$ cat src/design/cmpf_pkg.sv
// cmpf_pkg: shared types and constants for the cat map period finder.
// No dependencies; used by cmpf_ctrl, cmpf_dpath and cat_map_period_finder.
package cmpf_pkg;

    localparam int DIM_W    = 7;
    localparam int ELEM_W   = 32;
    localparam int PERIOD_W = 8;

    localparam logic [DIM_W-1:0]    DIM_RESET  = 7'd64;
    localparam logic [PERIOD_W-1:0] PASS_LIMIT = 8'd255;

    typedef struct packed {
        logic load_wr;       // store one input word
        logic search_start;  // clear pass count and buffer select
        logic pass_start;    // reset pass counters and mismatch flag
        logic pass_step;     // issue one permutation read
        logic pass_done;     // bump pass count, swap buffers
        logic out_load;      // capture period into output register
    } t_cmd;

    typedef struct packed {
        logic load_last;     // word being loaded completes the matrix
        logic pass_last;     // current step is the last of the pass
        logic match;         // finished pass equals the original
        logic pass_limit;    // pass count is one below saturation
    } t_status;

endpackage

$ cat src/design/cmpf_ctrl.sv
// cmpf_ctrl: sequencing of load, permutation passes, compare and result output.
// Depends on cmpf_pkg; commands cmpf_dpath via t_cmd and reads t_status.
module cmpf_ctrl (
    input  logic              i_clk,
    input  logic              i_rst_n,
    input  logic              i_s_valid,
    output logic              o_s_ready,
    output logic              o_m_valid,
    input  logic              i_m_ready,
    input  cmpf_pkg::t_status i_st,
    output cmpf_pkg::t_cmd    o_cmd
);

    localparam logic [2:0] S_LOAD  = 3'd0;
    localparam logic [2:0] S_PASS  = 3'd1;
    localparam logic [2:0] S_DRAIN = 3'd2;
    localparam logic [2:0] S_CHECK = 3'd3;
    localparam logic [2:0] S_OUT   = 3'd4;

    logic [2:0] r_state, n_state;
    logic       r_m_valid, n_m_valid;
    logic       w_accept;

    assign o_s_ready = (r_state == S_LOAD);
    assign o_m_valid = r_m_valid;
    assign w_accept  = i_s_valid && o_s_ready;

    always_comb begin
        n_state   = r_state;
        n_m_valid = r_m_valid && !i_m_ready;
        o_cmd     = '0;
        case (r_state)
            S_LOAD: begin
                if (w_accept) begin
                    o_cmd.load_wr = 1'b1;
                    if (i_st.load_last) begin
                        o_cmd.search_start = 1'b1;
                        o_cmd.pass_start   = 1'b1;
                        n_state            = S_PASS;
                    end
                end
            end
            S_PASS: begin
                o_cmd.pass_step = 1'b1;
                if (i_st.pass_last) n_state = S_DRAIN;
            end
            S_DRAIN: begin
                n_state = S_CHECK;
            end
            S_CHECK: begin
                o_cmd.pass_done = 1'b1;
                if (i_st.match || i_st.pass_limit) begin
                    n_state = S_OUT;
                end else begin
                    o_cmd.pass_start = 1'b1;
                    n_state          = S_PASS;
                end
            end
            S_OUT: begin
                if (!r_m_valid || i_m_ready) begin
                    o_cmd.out_load = 1'b1;
                    n_m_valid      = 1'b1;
                    n_state        = S_LOAD;
                end
            end
            default: begin
                n_state = S_LOAD;
            end
        endcase
    end

    always_ff @(posedge i_clk) begin
        if (!i_rst_n) begin
            r_state   <= S_LOAD;
            r_m_valid <= 1'b0;
        end else begin
            r_state   <= n_state;
            r_m_valid <= n_m_valid;
        end
    end

    a_no_overwrite: assert property (@(posedge i_clk) disable iff (!i_rst_n)
        o_cmd.out_load |-> (!r_m_valid || i_m_ready))
        else $error("result overwritten before taken");

    a_drain_check: assert property (@(posedge i_clk) disable iff (!i_rst_n)
        (r_state == S_DRAIN) |=> o_cmd.pass_done)
        else $error("pass not closed after drain");

endmodule

$ cat config.mk
export PLATFORM = sky130hd
export DESIGN_NAME = cmpf_ctrl
export DESIGN_NICKNAME = d
export VERILOG_FILES = /design/src/design/cmpf_pkg.sv /design/src/design/cmpf_ctrl.sv
export SDC_FILE = /design/constraint.sdc
export NUM_CORES = 1
export LEC_CHECK = 0
export ABC_CLOCK_PERIOD_IN_PS = 1100
export CAP_MARGIN = 5
export CORE_AREA = 2 2 39 41
export CTS_BUF_LIST = sky130_fd_sc_hd__clkbuf_16
export DETAILED_ROUTE_END_ITERATION = 8
export DIE_AREA = 0 0 41 43
export DONT_BUFFER_PORTS = 1
export SLEW_MARGIN = 20
export SYNTH_ARGS = -nofsm -noshare
export SYNTH_HDL_FRONTEND = slang
export SYNTH_SLANG_ARGS = --single-unit
$ cat constraint.sdc
create_clock -name i_clk -period 1.1 [get_ports i_clk]
set_input_delay 0.11 -clock i_clk [delete_from_list [all_inputs] [get_ports i_clk]]
set_output_delay 0.11 -clock i_clk [all_outputs]
set_load 0.05 [all_outputs]
# Yosys cells after proc, flatten, opt, wreduce, memory -nomap -nowiden
# Index checks and enable logic that the tools add are counted.
[word_totals] wordCells=35 regBits=4 mem_count=0 latchBits=0 ram_bits=0 romBits=0
[classes] n_reduce_logical=8 order_cmp=0 n_div=0 n_mul=0 n_eq_ne=8 bitwise_logic=0 add_sub_neg=0 mux=17 n_shift=0
[ops] cell="two-way mux 3 bit" count=6
[ops] cell="one-hot mux 3 bit (5 select lines)" count=1
[ops] cell="two-way mux 1 bit" count=7
[ops] cell="== test 3 x 2 -> 1 bit, second input constant" count=2
[ops] cell="two-way mux 2 bit" count=2
[ops] cell="inequality test 2 x 1 -> 1 bit, second input constant" count=2
[ops] cell="inequality test 2 bit, second input constant" count=2
[ops] cell="AND reduction 4 bit" count=1
[ops] cell="== test 3 x 1 -> 1 bit, second input constant" count=1
[ops] cell="== test 3 bit, second input constant" count=1
[ops] cell="zero test 3 bit" count=1
[ops] cell="logical AND 1 bit" count=2
[ops] cell="zero test 1 bit" count=2
[ops] cell="logical OR 1 bit" count=2
[ops] cell="one-hot mux 1 bit (2 select lines)" count=1

# Depth between registers and ports, before layout
[depth] word_depth=4 mapped_depth=4

# Worst setup path after synthesis
# OpenSTA, ideal clock, no wires.
[synth_path] path_type="reg-to-output" startpoint="register r_state[1]" endpoint="output port o_cmd[3] in the netlist's numbering" slack_ps=-1608 path_stages_with_launch=5 arrival_ps=2598 required_time_ps=990 path_buffers=1 path_cell_list="dfxtp_1 -> buf_6 -> nor3_1 -> and3_1 -> a21o_1"
[synth_rtl] element="start, declared" line_no="cmpf_ctrl.sv:20" source="logic [2:0] r_state, n_state;"
[synth_rtl] element="start signal, assigned" line_no="cmpf_ctrl.sv:77" source="r_state <= n_state;"
[synth_rtl] element="end, declared" line_no="cmpf_ctrl.sv:11" source="output cmpf_pkg::t_cmd o_cmd"

==> impl_metrics.tcl <==
set metrics [dict create \
    cts.clk_slew.worst_paths_ns 0.03 \
    syn_area_um2 231 \
    via_per_inst 4.61 \
    period_needed_ns 1.40 \
    setup_slack_ns -0.304 \
    syn_inst 27 \
    min_path_type "primary input to register" \
    ys_ff_latch 4 \
    timing.critical_path.buf_inv 0 \
    drc 0 \
    insertion_delay_ns 0.22 \
    antenna_found_initial 0 \
    slew_headroom 0.807 \
    clock_sinks 4 \
    fill_cells 141 \
    cts_root_buffer "clkbuf_16" \
    leakagePower_uw 0.000227 \
    powerDensity_nw_per_um2 1800 \
    power.switching_uw 238 \
    dr_total_vias 272 \
    critPathKind "register to primary output" \
    skew_ns 0.00230 \
    maxCapViolations 0 \
    dp_worst_setup_slack_ns -0.0883 \
    crit_path_end_kind "primary output" \
    ios 16 \
    sw_frac_of_total 0.250 \
    drive_above_1_share 0.767 \
    layout.nets 53 \
    whs_path_depth 1 \
    crit_fanout 2 \
    grt_pass1_wl_um 1190 \
    setup.worst_path.start_class "register" \
    start_util 0.167 \
    drt-total-wl_um 771 \
    first_iter_violations 6 \
    r2r-end "r_state[2]$_SDFFE_PN0P_" \
    ctsHtreeMaxLevel 1 \
    fin_crit_sh 1.28 \
    p_clk_frac 0.592 \
    crit_chain "or3b_4 -> and2b_4" \
    yosysWarningCount 0 \
    cpLargestDelayFamily "simple AND/OR/NAND/NOR gates" \
    io_buffers 0 \
    drt-wirelength-per-cell_um 13.1 \
    slowest_stage "or3b_4" \
    r2r_slack_ns -0.05 \
    cts_tree "built" \
    num_rows 14 \
    track_usage 0.112 \
    grt_pass1_vias 291 \
    hp-start "i_rst_n" \
    pwr-share-seq 0.169 \
    netlist.area_leader.share 0.346 \
    final_common_cell "buf_4" \
    rsz0062_at_grt "yes" \
    setup_viol 8 \
    max_stage_delay_ns 0.39 \
    dp_hpwl_um 538 \
    fmax_ghz 0.712 \
    die_w_um 41 \
    intPower_uw 716 \
    postSynthNetCount 35 \
    hold_buffers 0 \
    cp.arrival_ns 1.29 \
    diodes 0 \
    power.total_uw 954 \
    pwr-share-comb 0.239 \
    synth_area_per_cell_um2 8.57 \
    tightestPinTransition_ns 0.288 \
    synth_area_leader_cell "dfxtp_1" \
    peakVddDrop_mv 1.85 \
    final_cell_mix "buf_4, buf_6, nand2b_1, clkbuf_16, dfxtp_2" \
    grt-ovfl-total 0 \
    cts_buffer_depth 2 \
    die_y_um 43 \
    finalHoldViolations 0 \
    hold_path_end "r_state[2]$_SDFFE_PN0P_" \
    final_antenna_net_count 0 \
    cts_made_buffers 3 \
    r2r_start "r_state[1]$_SDFFE_PN0P_" \
    required_ns 0.99 \
    drt_first_pass_iters 4 \
    routabilityCongestion 0.732 \
    yosysUniqueCellTypes 17 \
    yosysSeqAreaShare 0.346 \
    status "finished with violations" \
    die_area_um2 1760 \
    synth.area.top_cells "dfxtp_1, nand2b_1, a211oi_1" \
    grt_max_degree 7 \
    slew_violations 0 \
    core_um2 1380 \
    r2r_cells 4 \
    violations "setup timing" \
    areaGrowthSynthToFinish_pct 129 \
]
-- cell usage after synthesis, drive strengths merged --
master / n
a211oi: 2
a21boi: 1
a21o: 1
a21oi: 2
and2: 2
and2b: 1
and3: 1
buf: 1
dfxtp: 4
nand2: 1
nand2b: 3
nand3b: 1
nor2: 3
nor3: 1
nor3b: 1
o32ai: 1
or3b: 1
-- power groups by stage --
stage,Clock (uW),Combinational [uW],Sequential (uW)
detailed placement,0,178,163
floorplan,0,134,165
global route,592,238,162
global placement,0,177,162
CTS,571,190,161
finish,565,228,162
-- flip-flops by register name, indices dropped and copies added, names as in the netlist --
signal	count
r_state	3
o_m_valid	1
-- cell families (layout without fill, tap and decap cells) --
| kind of cell | count (synthesis) | in the layout | share of synthesized area |
|---|---|---|---|
| simple gates | 15 | 15 | 0.395 |
| compound gates | 7 | 7 | 0.211 |
| flops | 4 | 4 | 0.346 |
| buf+inv | 1 | 17 | 0.0486 |
-- worst max-delay path by stage --
stage,from,to,slack [ns],cells past startpoint
6_report,r_state[1]$_SDFFE_PN0P_,o_cmd[0],-0.30,2
5_1_grt,r_state[1]$_SDFFE_PN0P_,o_cmd[3],-0.32,4
4_1_cts,r_state[1]$_SDFFE_PN0P_,o_cmd[0],-0.30,2
3_5_place_dp,r_state[0]$_SDFFE_PN0P_,o_cmd[0],-0.09,2
3_3_place_gp,r_state[0]$_SDFFE_PN0P_,o_cmd[0],-0.07,2
2_1_floorplan,r_state[1]$_SDFFE_PN0P_,o_cmd[3],-0.48,4
-- final cells by class --
type	count	area, um^2	share of cell area
timing repair buffer	14	135	0.255
clock buffer	3	75.1	0.142
sequential	4	83.8	0.158
multi-input combinational	22	216	0.408
tap	16	20.0	0.0377
-- what timing repair did --
item | 4_1_cts | 5_1_grt
buffers inserted | 0 | 2
hold endpoints to repair | 0 | 0
resized for setup | 7 | 13
pin swaps | 4 | 7
setup endpoints to repair | 9 | 10
-- per-stage QoR --
step           cell area [um^2]  std cells  utilization  TNS (ns)  hold slack, ns
5_1_grt                     531         59        0.383     -1.85          0.0225
2_1_floorplan               269         27            -     -1.27           0.232
3_5_place_dp                368         54        0.266    -0.269           0.237
3_3_place_gp                368         54        0.266    -0.191           0.234
6_report                    531         59        0.383     -1.57          0.0142
4_1_cts                     464         57        0.335     -1.53          0.0103
-- routing by layer --
layer | GRT usage | part of all wire | vias up
li1 | - | - | 130
met1 | 0.106 | 0.39 | 128
met2 | 0.163 | 0.52 | 12
met3 | 0.0628 | 0.049 | 2
met4 | 0.100 | 0.038 | 0
met5 | 0 | 0 | -
(Power assumes the default switching activity.)
